===== src/hdl/phms_pkg.sv =====
`timescale 1ns / 1ps
// Shared types, constants and helpers of the packed Hessenberg matrix store.
// No dependencies; every other file takes names from here, by scope or by import.

package phms_pkg;

    localparam int MAX_N       = 32;
    localparam int IDX_W       = $clog2(MAX_N);
    localparam int N_W         = $clog2(MAX_N + 1);
    localparam int STORE_DEPTH = (MAX_N * (MAX_N + 3)) / 2;
    localparam int ADDR_W      = $clog2(STORE_DEPTH);
    localparam int CMP_W       = ((N_W > 6) ? N_W : 6) + 1;

    localparam int DATA_W      = 32;
    localparam int PROD_W      = 2 * DATA_W;
    localparam int SUM_W       = PROD_W - 16 + 2;
    localparam int OP_W        = 3;
    localparam int MSIZE_W     = 6;
    localparam int OUT_IDX_W   = 5;
    localparam int STATUS_W    = 2;
    localparam int S_TDATA_W   = 80;
    localparam int M_TDATA_W   = 40;
    localparam int M_PAD_W     = M_TDATA_W - DATA_W - OUT_IDX_W;

    localparam logic [MSIZE_W-1:0] MSIZE_RESET = MSIZE_W'(32);
    localparam logic [DATA_W-1:0]  Q_ONE       = 32'h0001_0000;

    typedef enum logic [OP_W-1:0] {
        OP_WRITE = 3'd0,
        OP_READ  = 3'd1,
        OP_IDENT = 3'd2,
        OP_LOAD  = 3'd3,
        OP_MUL   = 3'd4
    } op_t;

    typedef enum logic [STATUS_W-1:0] {
        ST_OK    = 2'd0,
        ST_RANGE = 2'd1,
        ST_ZERO  = 2'd2
    } status_t;

    typedef enum logic [1:0] {
        S_IDLE,
        S_IDENT,
        S_MUL
    } state_t;

    typedef enum logic [1:0] {
        RES_CONST,
        RES_READ,
        RES_MAC
    } res_sel_t;

    // One pipeline slot: a multiply element or a single-result operation
    typedef struct packed {
        logic             valid;
        logic             emit;
        logic             last;
        logic             first;
        res_sel_t         sel;
        status_t          status;
        logic [IDX_W-1:0] row;
    } token_t;

    typedef struct packed {
        logic              en;
        logic              we;
        logic [ADDR_W-1:0] addr;
        logic [DATA_W-1:0] wdata;
    } store_req_t;

    typedef struct packed {
        logic              rd_en;
        logic [IDX_W-1:0]  b_raddr;
        logic [IDX_W-1:0]  x_raddr;
        logic              ld_we;
        logic [IDX_W-1:0]  ld_addr;
        logic [DATA_W-1:0] b_wdata;
        logic [DATA_W-1:0] x_wdata;
    } vec_req_t;

    typedef struct packed {
        logic              we;
        logic [IDX_W-1:0]  addr;
        logic [DATA_W-1:0] data;
    } acc_wb_t;

    // Offset of row r in the packed store: r*(r+3)/2
    function automatic logic [ADDR_W-1:0] row_base(input logic [IDX_W-1:0] r);
        logic [ADDR_W:0] rr;
        logic [ADDR_W:0] prod;
        rr   = (ADDR_W + 1)'(r);
        prod = rr * (rr + (ADDR_W + 1)'(3));
        return ADDR_W'(prod >> 1);
    endfunction

endpackage


===== src/hdl/phms_vec_mem.sv =====
`timescale 1ns / 1ps
// Operand and accumulator vector RAMs, one read port each, registered data.
// Depends on phms_pkg for widths and the request and write-back structs.

module phms_vec_mem (
    input  logic                         aclk,
    input  logic                         aresetn,
    input  phms_pkg::vec_req_t           req,
    input  phms_pkg::acc_wb_t            wb,
    output logic [phms_pkg::DATA_W-1:0]  b_rdata,
    output logic [phms_pkg::DATA_W-1:0]  x_rdata
);

    logic [phms_pkg::DATA_W-1:0] b_mem [phms_pkg::MAX_N];
    logic [phms_pkg::DATA_W-1:0] x_mem [phms_pkg::MAX_N];
    logic [phms_pkg::DATA_W-1:0] b_rdata_reg;
    logic [phms_pkg::DATA_W-1:0] x_rdata_reg;
    logic                        x_we;
    logic [phms_pkg::IDX_W-1:0]  x_waddr;
    logic [phms_pkg::DATA_W-1:0] x_wdata;

    // Loads and row write-backs share the accumulator write port
    always_comb begin
        x_we    = req.ld_we | wb.we;
        x_waddr = req.ld_we ? req.ld_addr : wb.addr;
        x_wdata = req.ld_we ? req.x_wdata : wb.data;
    end

    always_ff @(posedge aclk) begin
        if (req.ld_we) begin
            b_mem[req.ld_addr] <= req.b_wdata;
        end
        if (x_we) begin
            x_mem[x_waddr] <= x_wdata;
        end
        if (req.rd_en) begin
            b_rdata_reg <= b_mem[req.b_raddr];
            x_rdata_reg <= x_mem[req.x_raddr];
        end
    end

    assign b_rdata = b_rdata_reg;
    assign x_rdata = x_rdata_reg;

    a_no_write_clash: assert property (@(posedge aclk) disable iff (!aresetn)
        !(req.ld_we && wb.we))
        else $error("load and accumulator write-back in the same cycle");

endmodule


===== config.mk =====
export PLATFORM = sky130hd
export DESIGN_NAME = phms_vec_mem
export DESIGN_NICKNAME = d
export VERILOG_FILES = /design/src/hdl/phms_pkg.sv /design/src/hdl/phms_vec_mem.sv
export SDC_FILE = /design/constraint.sdc
export NUM_CORES = 2
export LEC_CHECK = 0
export ABC_AREA = 1
export BUFFER_PORTS_ARGS = -buffer_cell sky130_fd_sc_hd__buf_2
export CAP_MARGIN = 20
export CORE_UTILIZATION = 45
export CTS_BUF_LIST = sky130_fd_sc_hd__clkbuf_16
export CTS_CLUSTER_SIZE = 20
export DETAILED_ROUTE_END_ITERATION = 8
export HOLD_SLACK_MARGIN = 0.1
export PLACE_DENSITY = 0.66
export SLEW_MARGIN = 20
export SYNTH_ARGS = -nofsm -noshare
export SYNTH_HDL_FRONTEND = slang
export SYNTH_SLANG_ARGS = --single-unit
export TNS_END_PERCENT = 100

===== constraint.sdc =====
create_clock -name aclk -period 3.95 [get_ports aclk]
set_input_delay 0.395 -clock aclk [delete_from_list [all_inputs] [get_ports aclk]]
set_output_delay 0.395 -clock aclk [all_outputs]
set_load 0.1 [all_outputs]

==> impl_metrics.py <==
metrics = {
    "setup_path": {
        "crit_path_max_incr_delay_ps": 570,
        "start_kind": "input port",
        "crit_path_max_fanout": 29,
        "slowest_stage": "nor2_4",
        "crit_path_end_kind": "flip-flop",
        "cp.required_ps": 4420,
        "path_class": "in2reg",
        "cp_cell_sequence": "buf_2 -> buf_4 -> nor2_1 -> or2_2 -> inv_2 -> nand3_2 -> nor2_4 -> buf_12",
        "arrival_ps": 3080,
    },
    "pwr": {
        "power_mw": 48.5,
        "internal_power_mw": 37.1,
        "p_sw_share_pct": 23.5,
        "comb_power_share_pct": 7.4,
        "p_leak_nw": 35.2,
        "power_frac_clock_pct": 40.2,
        "switching_power_mw": 11.4,
        "pwr-share-seq_pct": 52.4,
        "pwr_density_cell_mw_per_mm2": 502,
        "ir_drop_v": 0.000477,
    },
    "route": {
        "ant_nets": 0,
        "drc": 0,
        "routed_wl_um": 230000,
        "route.vias.total": 55700,
        "drtPass1Iterations": 8,
        "drt_iter0_markers": 6309,
        "wl_per_cell_um": 23.0,
        "viasPerCell": 5.57,
    },
    "sta": {
        "fin_tns_setup_ps": 0,
        "finalHoldViolCount": 0,
        "period_needed_ps": 2610,
        "slew_viol_final": 0,
        "rsz0062_at_grt": "no",
        "layout_setup_ws_ps": 1340,
        "timing.final.crit_share_pct": 66.1,
        "tightestPinTransition_ps": 1130,
        "finalSetupViolCount": 0,
        "finalClockSkew_ps": 86.5,
        "slew_headroom_pct": 24.6,
        "fmax_ghz": 0.383,
    },
    "yosys": {
        "synth-seq-cells": 2112,
        "synth.avg_cell_area_um2": 11.9,
        "yosys_warnings": 0,
        "postSynthNetCount": 7314,
        "netlist_instances": 7193,
        "synth_area_mm2": 0.0857,
        "synth_seq_area_share_pct": 74.0,
        "yosysUniqueCellTypes": 19,
    },
    "cts": {
        "cts.sinks": 2112,
        "clk_path_buf_depth": 3,
        "clk_latency_ps": 870,
        "cts_tree": "built",
        "htreeDepth": 4,
        "cts_buffers": 205,
        "cts_root_buf": "clkbuf_16",
        "clkSlewWorstSetupHoldPaths_ps": 60,
        "post_cts.repair.setup_buffers": 0,
    },
    "die": {
        "ios": 185,
        "die_w_um": 438,
        "core_area_mm2": 0.188,
        "die-height_um": 438,
        "placementRows": 159,
        "start_util_pct": 45.5,
        "dieArea_mm2": 0.192,
    },
    "run": {
        "max_cap_violations": 0,
    },
    "cells_and_area": {
        "final_cells": 9998,
        "reg.largest.list": "b_mem x1024, x_mem x1024",
        "post-route-util_pct": 51.2,
        "final_common_cell": "nand2_1",
        "drive_gt1_share_pct": 9.69,
        "layout.nets": 7459,
        "area_growth_syn_to_layout_pct": 12.6,
        "layout_common_cells": "nand2_1, edfxtp_1, nand3_1",
    },
    "placement": {
        "dp_cells": 9591,
        "port_buffers": 183,
        "post-dp-hpwl_um": 121000,
        "dpl_worst_slack_ps": 571,
        "gp_congestion": 0.811,
    },
    "worst_hold_path": {
        "hold_path.class": "in2reg",
    },
    "global_route": {
        "grt_pass1_wl_um": 337000,
        "grt_pass1_vias": 52900,
        "grt-ovfl-total": 0,
        "grtUsageTotal_pct": 23.6,
        "antenna_found_initial": 18,
        "grt_max_degree": 191,
    },
    "run_status": {
        "outcome": "completed",
    },
}
[cell usage after synthesis, drive strengths merged]
master	count	area, um^2
nand2	2989	11200
edfxtp	2112	63400
nand3	1550	7770
buf	398	2720
nor2	70	263
clkbuf	46	173
inv	21	91.3
o21ai	3	15.0
or2	2	12.5
nand3b	1	7.51
o21a	1	7.51
[cell type report]
class / count / area, um^2
diodes: 8 / 20.0
clock buffers: 205 / 5130
clock inverters: 159 / 1550
fillers: 15800 / 91900
inverters: 21 / 139
multi-input cells: 4616 / 19800
flip-flops and latches: 2112 / 63400
well taps: 2495 / 3120
repair buffers: 382 / 3330
[final timing paths]
check / startpoint / end / slack, ps / depth (start not counted)
worst min register to register: x_mem[4][10]$_DFFE_PP_ / x_rdata[10]$_DFFE_PP_ / 780 / 8
worst max-delay path: req[69] / x_mem[15][23]$_DFFE_PP_ / 1340 / 8
worst max register to register: b_mem[1][10]$_DFFE_PP_ / b_rdata[10]$_DFFE_PP_ / 2430 / 8
worst min-delay path: wb[13] / x_mem[28][13]$_DFFE_PP_ / 140 / 3
[routing by layer]
layer | GRT usage, % | wire, um | vias to the layer above
met3 | 3.76 | 20100 | 482
li1 | - | - | 25400
met4 | 9.72 | 9420 | 8
met2 | 38.9 | 111000 | 2701
met5 | 0 | 52 | -
met1 | 31.1 | 88800 | 27100
[cells by family (layout without fill, tap and decap cells)]
family | after synthesis | count (layout) | synth area share, %
other cells | 0 | 8 | 0
compound gates | 4 | 4 | 0.0263
buf+inv | 465 | 767 | 3.48
flops | 2112 | 2112 | 74.0
simple gates | 4612 | 4612 | 22.5
[critical path, delay by kind of cell]
family	cells	cell delay [ps]
buffers and inverters	4	1270
AND/OR/NAND/NOR	4	1340
[power groups by stage]
stage / registers [mW] / logic (mW) / clock network [mW]
3_5_place_dp: 25.9 / 3.53 / 0
4_1_cts: 25.4 / 3.59 / 19.7
2_1_floorplan: 26.2 / 1.93 / 0
6_report: 25.4 / 3.60 / 19.5
3_3_place_gp: 25.9 / 3.47 / 0
5_1_grt: 25.4 / 3.90 / 20.5
[metrics by stage]
step           hold slack (ps)  area, um^2
2_1_floorplan              494       85700
3_3_place_gp               811       89400
3_5_place_dp               813       89400
4_1_cts                    140       96400
5_1_grt                    120       96500
6_report                   138       96500
[timing repair]
item,CTS,global route
gates resized for setup,0,0
hold endpoints to repair,987,0
hold buffers,34,0
No activity file was read; power rests on OpenSTA's default activity.
