File: src/hdl/phms_pkg.sv
`timescale 1ns / 1ps
// Shared types, constants and helpers of the packed Hessenberg matrix store.
// No dependencies; every other file takes names from here, by scope or by import.

package phms_pkg;

    localparam int MAX_N       = 32;
    localparam int IDX_W       = $clog2(MAX_N);
    localparam int N_W         = $clog2(MAX_N + 1);
    localparam int STORE_DEPTH = (MAX_N * (MAX_N + 3)) / 2;
    localparam int ADDR_W      = $clog2(STORE_DEPTH);
    localparam int CMP_W       = ((N_W > 6) ? N_W : 6) + 1;

    localparam int DATA_W      = 32;
    localparam int PROD_W      = 2 * DATA_W;
    localparam int SUM_W       = PROD_W - 16 + 2;
    localparam int OP_W        = 3;
    localparam int MSIZE_W     = 6;
    localparam int OUT_IDX_W   = 5;
    localparam int STATUS_W    = 2;
    localparam int S_TDATA_W   = 80;
    localparam int M_TDATA_W   = 40;
    localparam int M_PAD_W     = M_TDATA_W - DATA_W - OUT_IDX_W;

    localparam logic [MSIZE_W-1:0] MSIZE_RESET = MSIZE_W'(32);
    localparam logic [DATA_W-1:0]  Q_ONE       = 32'h0001_0000;

    typedef enum logic [OP_W-1:0] {
        OP_WRITE = 3'd0,
        OP_READ  = 3'd1,
        OP_IDENT = 3'd2,
        OP_LOAD  = 3'd3,
        OP_MUL   = 3'd4
    } op_t;

    typedef enum logic [STATUS_W-1:0] {
        ST_OK    = 2'd0,
        ST_RANGE = 2'd1,
        ST_ZERO  = 2'd2
    } status_t;

    typedef enum logic [1:0] {
        S_IDLE,
        S_IDENT,
        S_MUL
    } state_t;

    typedef enum logic [1:0] {
        RES_CONST,
        RES_READ,
        RES_MAC
    } res_sel_t;

    // One pipeline slot: a multiply element or a single-result operation
    typedef struct packed {
        logic             valid;
        logic             emit;
        logic             last;
        logic             first;
        res_sel_t         sel;
        status_t          status;
        logic [IDX_W-1:0] row;
    } token_t;

    typedef struct packed {
        logic              en;
        logic              we;
        logic [ADDR_W-1:0] addr;
        logic [DATA_W-1:0] wdata;
    } store_req_t;

    typedef struct packed {
        logic              rd_en;
        logic [IDX_W-1:0]  b_raddr;
        logic [IDX_W-1:0]  x_raddr;
        logic              ld_we;
        logic [IDX_W-1:0]  ld_addr;
        logic [DATA_W-1:0] b_wdata;
        logic [DATA_W-1:0] x_wdata;
    } vec_req_t;

    typedef struct packed {
        logic              we;
        logic [IDX_W-1:0]  addr;
        logic [DATA_W-1:0] data;
    } acc_wb_t;

    // Offset of row r in the packed store: r*(r+3)/2
    function automatic logic [ADDR_W-1:0] row_base(input logic [IDX_W-1:0] r);
        logic [ADDR_W:0] rr;
        logic [ADDR_W:0] prod;
        rr   = (ADDR_W + 1)'(r);
        prod = rr * (rr + (ADDR_W + 1)'(3));
        return ADDR_W'(prod >> 1);
    endfunction

endpackage

File: src/hdl/phms_mac.sv
`timescale 1ns / 1ps
// Multiply, round and saturating accumulate stages, plus result selection.
// Depends on phms_pkg for the token type and widths.

module phms_mac (
    input  logic                         aclk,
    input  logic                         aresetn,
    input  logic                         adv,
    input  phms_pkg::token_t             tok1,
    input  logic [phms_pkg::DATA_W-1:0]  store_q,
    input  logic [phms_pkg::DATA_W-1:0]  b_q,
    input  logic [phms_pkg::DATA_W-1:0]  x_q,
    output phms_pkg::token_t             tok2,
    output logic [phms_pkg::DATA_W-1:0]  res_value,
    output phms_pkg::acc_wb_t            wb
);

    phms_pkg::token_t                   tok2_reg;
    logic signed [phms_pkg::PROD_W-1:0] prod_reg;
    logic [phms_pkg::DATA_W-1:0]        x2_reg;
    logic [phms_pkg::DATA_W-1:0]        acc_reg;
    logic [phms_pkg::DATA_W-1:0]        base;
    logic [phms_pkg::SUM_W-1:0]         sum;
    logic [phms_pkg::DATA_W-1:0]        sat_val;
    logic                               mac_step;

    always_ff @(posedge aclk) begin
        if (!aresetn) begin
            tok2_reg <= '0;
        end else if (adv) begin
            tok2_reg <= tok1;
        end
    end

    always_ff @(posedge aclk) begin
        if (adv) begin
            prod_reg <= $signed(store_q) * $signed(b_q);
            x2_reg   <= (tok1.sel == phms_pkg::RES_READ) ? store_q : x_q;
        end
        if (mac_step) begin
            acc_reg <= sat_val;
        end
    end

    // Round to nearest by folding bit 15 in as a carry into the shifted product
    always_comb begin
        base = tok2_reg.first ? x2_reg : acc_reg;
        sum  = phms_pkg::SUM_W'($signed(base))
             + phms_pkg::SUM_W'($signed(prod_reg[phms_pkg::PROD_W-1:16]))
             + phms_pkg::SUM_W'(prod_reg[15]);
        if (!sum[phms_pkg::SUM_W-1] && (|sum[phms_pkg::SUM_W-2:phms_pkg::DATA_W-1])) begin
            sat_val = {1'b0, {(phms_pkg::DATA_W-1){1'b1}}};
        end else if (sum[phms_pkg::SUM_W-1] && !(&sum[phms_pkg::SUM_W-2:phms_pkg::DATA_W-1])) begin
            sat_val = {1'b1, {(phms_pkg::DATA_W-1){1'b0}}};
        end else begin
            sat_val = sum[phms_pkg::DATA_W-1:0];
        end
    end

    always_comb begin
        mac_step = adv && tok2_reg.valid && (tok2_reg.sel == phms_pkg::RES_MAC);
        case (tok2_reg.sel)
            phms_pkg::RES_MAC:  res_value = sat_val;
            phms_pkg::RES_READ: res_value = x2_reg;
            default:            res_value = '0;
        endcase
        wb.we   = mac_step && tok2_reg.emit;
        wb.addr = tok2_reg.row;
        wb.data = sat_val;
    end

    assign tok2 = tok2_reg;

endmodule

File: config.mk
export PLATFORM = sky130hd
export DESIGN_NAME = phms_mac
export DESIGN_NICKNAME = d
export VERILOG_FILES = /design/src/hdl/phms_pkg.sv /design/src/hdl/phms_mac.sv
export SDC_FILE = /design/constraint.sdc
export NUM_CORES = 2
export LEC_CHECK = 0
export BUFFER_PORTS_ARGS = -buffer_cell sky130_fd_sc_hd__buf_2
export CAP_MARGIN = 30
export CORE_MARGIN = 1
export CORE_UTILIZATION = 40
export DETAILED_ROUTE_END_ITERATION = 10
export GPL_ROUTABILITY_DRIVEN = 0
export PLACE_DENSITY = 0.63
export SLEW_MARGIN = 20
export SYNTH_ARGS = -nofsm -noshare
export SYNTH_HDL_FRONTEND = slang
export SYNTH_SLANG_ARGS = --single-unit
File: constraint.sdc
create_clock -name aclk -period 8.3 [get_ports aclk]
set_input_delay 1.66 -clock aclk [delete_from_list [all_inputs] [get_ports aclk]]
set_output_delay 1.66 -clock aclk [all_outputs]
set_load 0.05 [all_outputs]
==> results.json <==
{
  "grt_usage": 0.239,
  "r2r_cells": 15,
  "synth_cell_types": 82,
  "fin_ws_ps": -290,
  "syn_inst": 4728,
  "ant_nets": 0,
  "status": "finished with violations",
  "dr.pass1.iters": 5,
  "via_per_inst": 5.11,
  "startpoint_type": "primary input",
  "cts_htree_levels": 4,
  "io_pins": 195,
  "cts_buffers": 17,
  "max_freq_mhz": 116,
  "cts_root_buffer": "clkbuf_16",
  "final_core_util": 0.477,
  "r2r_start": "tok2[9]",
  "synth_compound_area_frac": 0.0719,
  "cts_tree": "yes",
  "hp-class": "reg2reg",
  "cp-end-kind": "register",
  "nNetsFinal": 6605,
  "insertion_delay_ps": 450,
  "synth-simple-area-share": 0.152,
  "largest_reg_flops": 49,
  "ctsHoldBuffers": 0,
  "synth_warnings": 0,
  "drc": 0,
  "die_height_um": 337,
  "worst_r2r_endpoint": "acc_reg[2]",
  "synth.cell_area_um2": 44800,
  "setup_viol": 12,
  "die_w_um": 337,
  "failed_checks": "negative setup slack",
  "rsz0062_at_grt": "yes",
  "antenna_found_initial": 11,
  "cp_data_required_time_ps": 8500,
  "dp_hpwl_mm": 114,
  "fin_crit_ps": 8590,
  "fin_crit_sh": 1.03,
  "yosys.area_share.xor_xnor": 0.0178,
  "crit_type": "in2reg",
  "reg2reg_slack_ps": 2680,
  "grt_pass1_vias": 35900,
  "gr-total-overflow": 0,
  "wl_mm": 132,
  "final_hold_viol_count": 0,
  "slew_violations": 0,
  "synth_top_family_by_area": "adder cells",
  "wire_per_inst_um": 19.8,
  "drv_cap": 0,
  "yosys_register_bits": 126,
  "syn2layout_area_growth_pct": 18.0,
  "drive_gt1_frac": 0.193,
  "synthFlopType": "edfxtp_1",
  "drt_iter0_drc": 2208,
  "synth_enable_flop_cells": 113,
  "worst_slew_pin_slew_ps": 806,
  "clkSlewWorstSetupHoldPaths_ps": 70,
  "cp-startpoint": "b_q[5]",
  "coreArea_um2": 111000,
  "synthMuxAreaShare": 0.0199,
  "endpoint": "prod_reg[61]",
  "grt_max_degree": 62,
  "crit_fanout": 7,
  "fin_worst_skew_ps": 19.0,
  "num_vias": 34200,
  "slew_headroom": 0.458,
  "synthArstFlopShare": 0,
  "synth-adder-area-share": 0.548,
  "syn_avg_cell_area_um2": 9.47,
  "dieArea_um2": 113000,
  "syn-num-nets": 6152,
  "start_util": 0.404,
  "grt_pass1_wl_mm": 209,
  "synth_seq_area_share": 0.0816,
  "crit_arrival_ps": 8790,
  "rows": 122,
  "port_buffers": 194,
  "cts_sinks": 126,
  "cts_buffer_depth": 2
}
## cells in the final DEF, fill, tap and decap left out, types with 21 or more instances in the layout
master       n
xnor2_1     57
fa_2        56
nand4_1     25
inv_1     1002
a21oi_1    135
a21o_1      35
a22oi_1     21
nand2_1    567
buf_2      147
buf_12      43
mux2_2      63
edfxtp_1   113
xor2_1      32
a41oi_1     24
buf_6       37
and2_1     513
o21ai_0     43
buf_4      451
nand3_1     23
nor2b_1     26
fa_1      1027
nor2_1     105
ha_1       210
o21a_1      23
## worst max-delay path, stage by stage
cell,delay (ps)
buf_12,110
buf_12,140
and2_1,170
fa_1,500
fa_2,540
inv_1,50
fa_2,550
fa_2,480
fa_1,520
inv_1,40
ha_1,280
inv_1,70
fa_1,420
fa_1,490
inv_1,40
ha_1,310
a21oi_1,270
o2111ai_2,160
o21bai_4,210
o211ai_1,390
buf_4,210
a21oi_4,80
o221ai_4,230
a211oi_4,120
o211ai_1,250
nand3_1,180
buf_4,180
xnor2_1,120
## logic make-up after synthesis
logic type                 after synthesis
xor gates and xnor gates                91
buffers and inverters                 1283
AOI/OAI and AO/OA                      468
and+or+nand+nor                       1367
adders and majority gates             1312
muxes                                   81
DFF                                    126
## synthesized netlist by cell type, types with 8 or more instances
library cell	n	area [um2]
nand2_1	578	2170
a21oi_1	153	766
nor2_1	111	417
and3_1	11	68.8
fa_1	1083	21700
clkbuf_1	238	893
nand2b_1	16	100
ha_1	229	2870
o21ai_0	56	280
mux2_2	63	709
xnor2_1	59	517
buf_2	12	60.1
a22oi_2	10	125
nand3_1	24	120
nor2b_1	27	169
a21o_1	35	263
nand4_1	25	156
o21a_1	23	173
mux2i_1	18	180
edfxtp_1	113	3390
a41oi_1	24	210
and2_1	524	3280
a31oi_1	20	125
a211oi_1	18	135
xor2_1	32	280
o2bb2ai_1	8	70.1
dfxtp_1	13	260
nor3_1	18	90.1
a22oi_1	22	165
inv_1	1020	3830
o21bai_1	16	120
o211ai_1	15	113
## per-stage QoR
stage	hold WS (ps)	TNS [ps]	setup WS [ps]	std cells	instance area [um2]
floorplan	743	-830	-219	4728	45000
global placement	492	-30010	-1180	6599	50600
detailed placement	515	-31900	-1240	6600	50700
CTS	529	-1510	-189	6661	52400
global route	569	-4820	-497	6682	52900
finish	528	-1840	-290	6683	52900
## timing repair
item,in CTS,in global routing
buffers inserted,25,22
gates resized for setup,212,89
cloned,4,0
pin swaps,134,99
setup endpoints to repair,35,73
## how the worst min path moves through the flow
stage	start	end	slack (ps)	depth (start not counted)
after global routing	tok2[10]	tok2[10]	570	2
after detailed placement	tok2[10]	tok2[10]	520	2
after floorplan	tok2[6]	tok2[6]	740	2
after global placement	tok2[5]	tok2[5]	490	2
after CTS	tok2[10]	tok2[10]	530	2
final	tok2[10]	tok2[10]	530	2
## per-layer routing
layer | track usage | routed length [um] | share of wire
met3 | 0.0481 | 12500 | 0.095
met1 | 0.354 | 59800 | 0.45
met4 | 0.0515 | 3000 | 0.023
met5 | 0 | 78 | 0.00059
met2 | 0.361 | 56800 | 0.43
## layout make-up
cell class              count  area [um2]
inverters                1022        3840
repair buffers            695        5720
clock buffers              17         425
multi-input cells        3319       37200
diodes                      1        2.50
fillers                 10300       57900
well taps                1488        1860
flip-flops and latches    126        3650
clock inverters            15         166
Power is not shown: default switching activity piles up to over one toggle a cycle in this logic, so the estimate is an artifact.
