**src/hdl/phms_pkg.sv**
```systemverilog
`timescale 1ns / 1ps
// Shared types, constants and helpers of the packed Hessenberg matrix store.
// No dependencies; every other file takes names from here, by scope or by import.

package phms_pkg;

    localparam int MAX_N       = 32;
    localparam int IDX_W       = $clog2(MAX_N);
    localparam int N_W         = $clog2(MAX_N + 1);
    localparam int STORE_DEPTH = (MAX_N * (MAX_N + 3)) / 2;
    localparam int ADDR_W      = $clog2(STORE_DEPTH);
    localparam int CMP_W       = ((N_W > 6) ? N_W : 6) + 1;

    localparam int DATA_W      = 32;
    localparam int PROD_W      = 2 * DATA_W;
    localparam int SUM_W       = PROD_W - 16 + 2;
    localparam int OP_W        = 3;
    localparam int MSIZE_W     = 6;
    localparam int OUT_IDX_W   = 5;
    localparam int STATUS_W    = 2;
    localparam int S_TDATA_W   = 80;
    localparam int M_TDATA_W   = 40;
    localparam int M_PAD_W     = M_TDATA_W - DATA_W - OUT_IDX_W;

    localparam logic [MSIZE_W-1:0] MSIZE_RESET = MSIZE_W'(32);
    localparam logic [DATA_W-1:0]  Q_ONE       = 32'h0001_0000;

    typedef enum logic [OP_W-1:0] {
        OP_WRITE = 3'd0,
        OP_READ  = 3'd1,
        OP_IDENT = 3'd2,
        OP_LOAD  = 3'd3,
        OP_MUL   = 3'd4
    } op_t;

    typedef enum logic [STATUS_W-1:0] {
        ST_OK    = 2'd0,
        ST_RANGE = 2'd1,
        ST_ZERO  = 2'd2
    } status_t;

    typedef enum logic [1:0] {
        S_IDLE,
        S_IDENT,
        S_MUL
    } state_t;

    typedef enum logic [1:0] {
        RES_CONST,
        RES_READ,
        RES_MAC
    } res_sel_t;

    // One pipeline slot: a multiply element or a single-result operation
    typedef struct packed {
        logic             valid;
        logic             emit;
        logic             last;
        logic             first;
        res_sel_t         sel;
        status_t          status;
        logic [IDX_W-1:0] row;
    } token_t;

    typedef struct packed {
        logic              en;
        logic              we;
        logic [ADDR_W-1:0] addr;
        logic [DATA_W-1:0] wdata;
    } store_req_t;

    typedef struct packed {
        logic              rd_en;
        logic [IDX_W-1:0]  b_raddr;
        logic [IDX_W-1:0]  x_raddr;
        logic              ld_we;
        logic [IDX_W-1:0]  ld_addr;
        logic [DATA_W-1:0] b_wdata;
        logic [DATA_W-1:0] x_wdata;
    } vec_req_t;

    typedef struct packed {
        logic              we;
        logic [IDX_W-1:0]  addr;
        logic [DATA_W-1:0] data;
    } acc_wb_t;

    // Offset of row r in the packed store: r*(r+3)/2
    function automatic logic [ADDR_W-1:0] row_base(input logic [IDX_W-1:0] r);
        logic [ADDR_W:0] rr;
        logic [ADDR_W:0] prod;
        rr   = (ADDR_W + 1)'(r);
        prod = rr * (rr + (ADDR_W + 1)'(3));
        return ADDR_W'(prod >> 1);
    endfunction

endpackage

```
**src/hdl/phms_ctrl.sv**
```systemverilog
`timescale 1ns / 1ps
// Sequencer: decodes requests, walks the store for identity and multiply,
// issues memory accesses and pipeline tokens. Depends on phms_pkg.

module phms_ctrl (
    input  logic                          aclk,
    input  logic                          aresetn,
    input  logic                          adv,
    input  logic [phms_pkg::N_W-1:0]      n,
    input  logic                          s_valid,
    output logic                          s_ready,
    input  logic [phms_pkg::OP_W-1:0]     in_op,
    input  logic [5:0]                    in_row,
    input  logic [5:0]                    in_col,
    input  logic [phms_pkg::DATA_W-1:0]   in_elem,
    input  logic [phms_pkg::DATA_W-1:0]   in_start,
    input  logic                          mac_tail_busy,
    output phms_pkg::store_req_t          store_req,
    output phms_pkg::vec_req_t            vec_req,
    output phms_pkg::token_t              tok1
);

    localparam int CW = phms_pkg::CMP_W;

    phms_pkg::state_t                state_reg, state_next;
    logic [phms_pkg::ADDR_W-1:0]     addr_reg, addr_next;
    logic [phms_pkg::IDX_W-1:0]      row_reg, row_next;
    logic [phms_pkg::N_W-1:0]        col_reg, col_next;
    phms_pkg::token_t                tok1_reg;
    phms_pkg::token_t                tok0;
    phms_pkg::op_t                   op;

    logic          accept;
    logic          mac_busy;
    logic          range_bad;
    logic          load_bad;
    logic          above_band;
    logic          row_last;
    logic          ident_row_end;
    logic          diag;
    logic          elem_last;
    logic [CW-1:0] n_c;
    logic [CW-1:0] row_c;
    logic [CW-1:0] col_c;
    logic [CW-1:0] top_c;

    always_comb begin
        op         = phms_pkg::op_t'(in_op);
        mac_busy   = (tok1_reg.valid && (tok1_reg.sel == phms_pkg::RES_MAC)) || mac_tail_busy;
        s_ready    = (state_reg == phms_pkg::S_IDLE) && adv && !mac_busy;
        accept     = s_valid && s_ready;
        n_c        = CW'(n);
        range_bad  = (CW'(in_row) >= n_c) || (CW'(in_col) >= n_c);
        load_bad   = CW'(in_col) >= n_c;
        above_band = CW'(in_col) > (CW'(in_row) + CW'(1));
        row_c      = CW'(row_reg);
        col_c      = CW'(col_reg);
        row_last   = row_c == (n_c - CW'(1));
        top_c      = ((row_c + CW'(1)) < n_c) ? (row_c + CW'(1)) : (n_c - CW'(1));
        elem_last  = col_c == top_c;
        ident_row_end = col_c == (row_c + CW'(1));
        diag       = col_c == row_c;
    end

    // Next state and walk counters
    always_comb begin
        state_next = state_reg;
        addr_next  = addr_reg;
        row_next   = row_reg;
        col_next   = col_reg;
        case (state_reg)
            phms_pkg::S_IDLE: begin
                if (accept) begin
                    addr_next = '0;
                    row_next  = '0;
                    col_next  = '0;
                    if (op == phms_pkg::OP_IDENT) begin
                        state_next = phms_pkg::S_IDENT;
                    end else if (op == phms_pkg::OP_MUL) begin
                        state_next = phms_pkg::S_MUL;
                    end
                end
            end
            phms_pkg::S_IDENT, phms_pkg::S_MUL: begin
                if (adv) begin
                    addr_next = addr_reg + phms_pkg::ADDR_W'(1);
                    if ((state_reg == phms_pkg::S_IDENT) ? ident_row_end : elem_last) begin
                        col_next = '0;
                        row_next = row_reg + phms_pkg::IDX_W'(1);
                        if (row_last) begin
                            state_next = phms_pkg::S_IDLE;
                        end
                    end else begin
                        col_next = col_reg + phms_pkg::N_W'(1);
                    end
                end
            end
            default: state_next = phms_pkg::S_IDLE;
        endcase
    end

    // Memory requests and issued token
    always_comb begin
        store_req   = '0;
        vec_req     = '0;
        tok0        = '0;
        tok0.sel    = phms_pkg::RES_CONST;
        tok0.status = phms_pkg::ST_OK;
        case (state_reg)
            phms_pkg::S_IDLE: begin
                if (accept) begin
                    tok0.valid = 1'b1;
                    tok0.emit  = 1'b1;
                    tok0.last  = 1'b1;
                    case (op)
                        phms_pkg::OP_WRITE: begin
                            if (range_bad) begin
                                tok0.status = phms_pkg::ST_RANGE;
                            end else if (above_band) begin
                                tok0.status = phms_pkg::ST_ZERO;
                            end else begin
                                store_req.en    = 1'b1;
                                store_req.we    = 1'b1;
                                store_req.addr  = phms_pkg::row_base(phms_pkg::IDX_W'(in_row))
                                                + phms_pkg::ADDR_W'(phms_pkg::IDX_W'(in_col));
                                store_req.wdata = in_elem;
                            end
                        end
                        phms_pkg::OP_READ: begin
                            if (range_bad) begin
                                tok0.status = phms_pkg::ST_RANGE;
                            end else if (!above_band) begin
                                store_req.en   = 1'b1;
                                store_req.addr = phms_pkg::row_base(phms_pkg::IDX_W'(in_row))
                                               + phms_pkg::ADDR_W'(phms_pkg::IDX_W'(in_col));
                                tok0.sel       = phms_pkg::RES_READ;
                            end
                        end
                        phms_pkg::OP_LOAD: begin
                            if (load_bad) begin
                                tok0.status = phms_pkg::ST_RANGE;
                            end else begin
                                vec_req.ld_we   = 1'b1;
                                vec_req.ld_addr = phms_pkg::IDX_W'(in_col);
                                vec_req.b_wdata = in_elem;
                                vec_req.x_wdata = in_start;
                            end
                        end
                        phms_pkg::OP_IDENT, phms_pkg::OP_MUL: begin
                            tok0.valid = 1'b0;
                        end
                        default: tok0.status = phms_pkg::ST_RANGE;
                    endcase
                end
            end
            phms_pkg::S_IDENT: begin
                if (adv) begin
                    store_req.en    = 1'b1;
                    store_req.we    = 1'b1;
                    store_req.addr  = addr_reg;
                    store_req.wdata = diag ? phms_pkg::Q_ONE : '0;
                    if (ident_row_end && row_last) begin
                        tok0.valid = 1'b1;
                        tok0.emit  = 1'b1;
                        tok0.last  = 1'b1;
                    end
                end
            end
            phms_pkg::S_MUL: begin
                if (adv) begin
                    store_req.en    = 1'b1;
                    store_req.addr  = addr_reg;
                    vec_req.rd_en   = 1'b1;
                    vec_req.b_raddr = col_reg[phms_pkg::IDX_W-1:0];
                    vec_req.x_raddr = row_reg;
                    tok0.valid      = 1'b1;
                    tok0.sel        = phms_pkg::RES_MAC;
                    tok0.first      = col_reg == '0;
                    tok0.emit       = elem_last;
                    tok0.last       = elem_last && row_last;
                    tok0.row        = row_reg;
                end
            end
            default: ;
        endcase
    end

    always_ff @(posedge aclk) begin
        if (!aresetn) begin
            state_reg <= phms_pkg::S_IDLE;
            addr_reg  <= '0;
            row_reg   <= '0;
            col_reg   <= '0;
            tok1_reg  <= '0;
        end else begin
            state_reg <= state_next;
            addr_reg  <= addr_next;
            row_reg   <= row_next;
            col_reg   <= col_next;
            if (adv) begin
                tok1_reg <= tok0;
            end
        end
    end

    assign tok1 = tok1_reg;

    a_busy_no_ready: assert property (@(posedge aclk) disable iff (!aresetn)
        (state_reg != phms_pkg::S_IDLE) |-> !s_ready)
        else $error("request taken while a walk is running");

    a_mul_row_addr: assert property (@(posedge aclk) disable iff (!aresetn)
        ((state_reg == phms_pkg::S_MUL) && (col_reg == '0))
            |-> (addr_reg == phms_pkg::row_base(row_reg)))
        else $error("multiply walk lost its row alignment");

    a_ident_row_addr: assert property (@(posedge aclk) disable iff (!aresetn)
        ((state_reg == phms_pkg::S_IDENT) && (col_reg == '0))
            |-> (addr_reg == phms_pkg::row_base(row_reg)))
        else $error("identity walk lost its row alignment");

endmodule

```
**config.mk**
```make
export PLATFORM = sky130hd
export DESIGN_NAME = phms_ctrl
export DESIGN_NICKNAME = d
export VERILOG_FILES = /design/src/hdl/phms_pkg.sv /design/src/hdl/phms_ctrl.sv
export SDC_FILE = /design/constraint.sdc
export NUM_CORES = 1
export LEC_CHECK = 0
export BUFFER_PORTS_ARGS = -buffer_cell sky130_fd_sc_hd__buf_2
export CAP_MARGIN = 40
export CORE_MARGIN = 3
export CORE_UTILIZATION = 54
export CTS_BUF_LIST = sky130_fd_sc_hd__clkbuf_8
export DETAILED_ROUTE_END_ITERATION = 10
export PLACE_DENSITY = 0.9
export SLEW_MARGIN = 20
export SYNTH_ARGS = -nofsm -noshare
export SYNTH_HDL_FRONTEND = slang
export SYNTH_SLANG_ARGS = --single-unit
```
**constraint.sdc**
```tcl
create_clock -name aclk -period 16.2 [get_ports aclk]
set_input_delay 2.43 -clock aclk [delete_from_list [all_inputs] [get_ports aclk]]
set_output_delay 2.43 -clock aclk [all_outputs]
set_load 0.005 [all_outputs]
```
==> flow_summary.ini <==
[floorplanning]
start_util_pct = 57.3
boundaryPins = 229
die-height_um = 104
fp.dieArea_mm2 = 0.0107
die-width_um = 104
fp-row-count = 34
floorplan.core_area_mm2 = 0.00898

[yosys]
number_of_flops_mapped_to_enable_cells_by_yosys = 0
ys_ff_latch = 36
yosys_warnings = 0
main_combinational_cell_family_by_area_after_synthesis = simple AND/OR/NAND/NOR gates
postSynthNetCount = 814
synth_area_leader_cell = ha_1
synth_ff_type = dfxtp_1
post_synth_xor_area_fraction_pct = 8.45
post_synth_instance_area_mm2 = 0.00514
post_synth_inst_count = 649
synth.distinct_cells = 71
sequential_to_total_area_share_from_yosys_stat_pct = 14.0
synth.top_cells.by_area = ha_1 15%, dfxtp_1 14%, and2_1 13%, fa_1 5.1%, xnor2_1 4.3%
synth_compound_gate_area_share_pct = 15.2
netlist.area_leader.share_pct = 15.1
yosys-mux-area-fraction_pct = 2.17
post_synth_and_or_nand_nor_area_fraction_pct = 32.9
synthAdderAreaFrac_pct = 20.2
synthesis.area_per_instance_um2 = 7.92
ys_async_rst_share_pct = 0

[clocking]
cts_resized = 0
cts_root_buf = clkbuf_8
clock_tree_from_tritoncts = built
path_clk_slew_ns = 0.07
worstSkewPairLatency_ns = 0.28
cts_htree_levels = 2
postCtsSetupRepairBufs = 0
clockBufferDepth = 2
cts-hold-fix-buffers = 0
tritoncts.num_buffers = 5
cts_sinks = 36

[timing]
fin_worst_hold_slack_ns = 0.467
finalHoldViolCount = 0
achievable-frequency_mhz = 102
slew_of_the_pin_with_the_lowest_slew_margin_ns = 0.610
slew_violations = 0
maxSlewHeadroom_pct = 59.3
min_period_over_period_pct = 60.3
rsz_0062_raised_after_global_routing = false
finalCriticalPeriod_ns = 9.77
skew_ns = 0.00285
worst_slack_ns = 6.43
setup_total_negative_slack_ns = 0
setup-violations-final = 0

[critical_path]
startpoint_type = input pin
timing_worst_setup_path_type = in2out
worst_setup_path_end_kind = output pin
cp.arrival_ns = 7.34
critical_path.max_fanout = 9
cp.required_ns = 13.77

[global_routing]
number_of_antenna_violations_at_the_first_check_in_global_routing = 4
grt_pass1_wl_mm = 26.9
gr-usage-all-layers_pct = 30.5
overflow = 0
grt_max_degree = 71
first_global_vias = 5192

[cells_and_area]
largest_register_ff_count = 13
finish.net_count = 1015
fillerInstances = 733
area.sequential_um2 = 721
stdcell_area_mm2 = 0.00639
area_growth_pct = 24.4
post_route_cells_drive_above_1_share_pct = 31.9
multiInputGateArea_mm2 = 0.00406
finish.utilization_pct = 71.2
finalNonFillerCells = 981

[pwr]
switching_share_pct = 40.7
power.clock.fraction_pct = 19.6
power.switching_uw = 145
finalPower_uw = 355
power_frac_seq_pct = 26.7
ir_drop_mv = 0.0293
power.internal_uw = 211
p_leak_nw = 3.45
power.combinational.fraction_pct = 53.7
power.density_mw_per_mm2 = 55.6

[placed_design]
pre_cts_slack_ns = 6.44
detail_placement_hpwl_mm = 13.9
post-place-cells = 968
place.gp.congestion = 0.942
placement.io_buffers = 228
post_place_cell_area_mm2 = 0.00626

[routing]
route.detailed.wl_per_inst_um = 17.3
drt_iter0_drc = 402
drcViolationCount = 0
via_per_inst = 5.58
total_number_of_vias = 5478
drt_wl_total_mm = 16.9
first_pass_iters = 5
detail-route-antenna-nets = 0

[min_path]
hold_class = reg2reg

[flow_run]
maxCapViolations = 0

[outcome]
result_of_the_run = complete, no violations
==> synth_stat cells (18+ instances only) <==
cell,instances
and2_1,105
xor2_1,22
clkbuf_1,21
nand3_1,18
xnor2_1,25
nor2_1,37
nand2_1,33
and3_1,18
ha_1,62
dfxtp_1,36
nor2b_1,24
inv_1,44
==> power by group through the flow <==
stage                     clock, mW  combinational, mW  sequential, mW
after global placement            0              0.180          0.0967
after detailed placement          0              0.187          0.0968
after CTS                    0.0696              0.190          0.0948
after floorplan                   0              0.141          0.0960
after global routing         0.0736              0.213          0.0952
final                        0.0698              0.191          0.0949
==> routing by layer <==
layer | vias up | GRT usage (%) | wire (um)
met1 | 2538 | 38.4 | 6600
met4 | 0 | 11.5 | 658
met3 | 42 | 4.91 | 1550
met5 | - | 0 | 0
li1 | 2603 | - | -
met2 | 295 | 52.3 | 8120
==> layout make-up <==
type | count | share of cell area, %
Tap cell | 126 | 2.47
Clock buffer | 7 | 1.51
Timing Repair Buffer | 231 | 18.4
Antenna cell | 5 | 0.196
Sequential cell | 36 | 11.3
Multi-Input combinational cell | 530 | 63.5
Inverter | 46 | 2.70
==> worst max-delay path: stages <==
cell and delay (ns):
buf_2 0.17, inv_1 0.15, ha_1 0.25, ha_1 0.31, nor2b_1 0.16, fa_1 0.46
fa_1 0.55, inv_1 0.06, fa_1 0.53, inv_1 0.04, ha_1 0.32, o21ai_0 0.12
nor2_1 0.13, nor2_1 0.07, ha_1 0.31, a21boi_0 0.26, o211ai_1 0.15, nor4b_1 0.39
xnor2_1 0.12, a22oi_2 0.17, nor2_2 0.05, buf_2 0.15
==> layout by cell type (no fill, tap or decap), types with 3 or more instances in the layout <==
cell	Yosys	layout
o21a_1	11	11
a22oi_2	9	9
inv_1	44	44
o21ai_1	3	3
a21oi_1	17	17
and3_1	18	17
fa_1	13	13
nand2_1	33	33
a21o_1	7	7
o21ai_0	17	17
nor4_1	4	4
clkbuf_8	0	7
o211ai_1	3	3
nor2_1	37	37
nand3_1	18	18
diode_2	0	5
xnor2_1	25	25
and2_1	105	105
nand3b_1	5	5
buf_2	8	228
or3_1	6	6
a21boi_0	4	4
nor3_1	7	7
dfxtp_1	36	36
a211oi_1	4	4
nor2b_1	24	24
xor2_1	22	22
nor2_2	9	9
o21bai_1	4	4
nand2b_1	6	6
ha_1	62	62
nand4_1	8	8
mux2i_1	10	10
==> logic make-up (layout without fill, tap and decap cells) <==
family          count (synthesis)  after routing
xor+xnor                       48             48
other cells                     0              5
fa+ha+maj                      75             75
simple gates                  295            295
flops                          36             36
compound gates                101            101
mux                            11             11
buf+inv                        83            284
==> worst paths after layout <==
kind                   start            end  slack, ns  cells after the start
setup / recovery   in_row[0]  store_req[40]       6.43                     22
hold / removal      tok1[11]       tok1[11]       0.47                      2
setup reg to reg  row_reg[2]     col_reg[3]      12.68                     11
hold reg to reg     tok1[11]       tok1[11]       0.47                      2
Note: power is estimated with default switching activity, not from simulation.
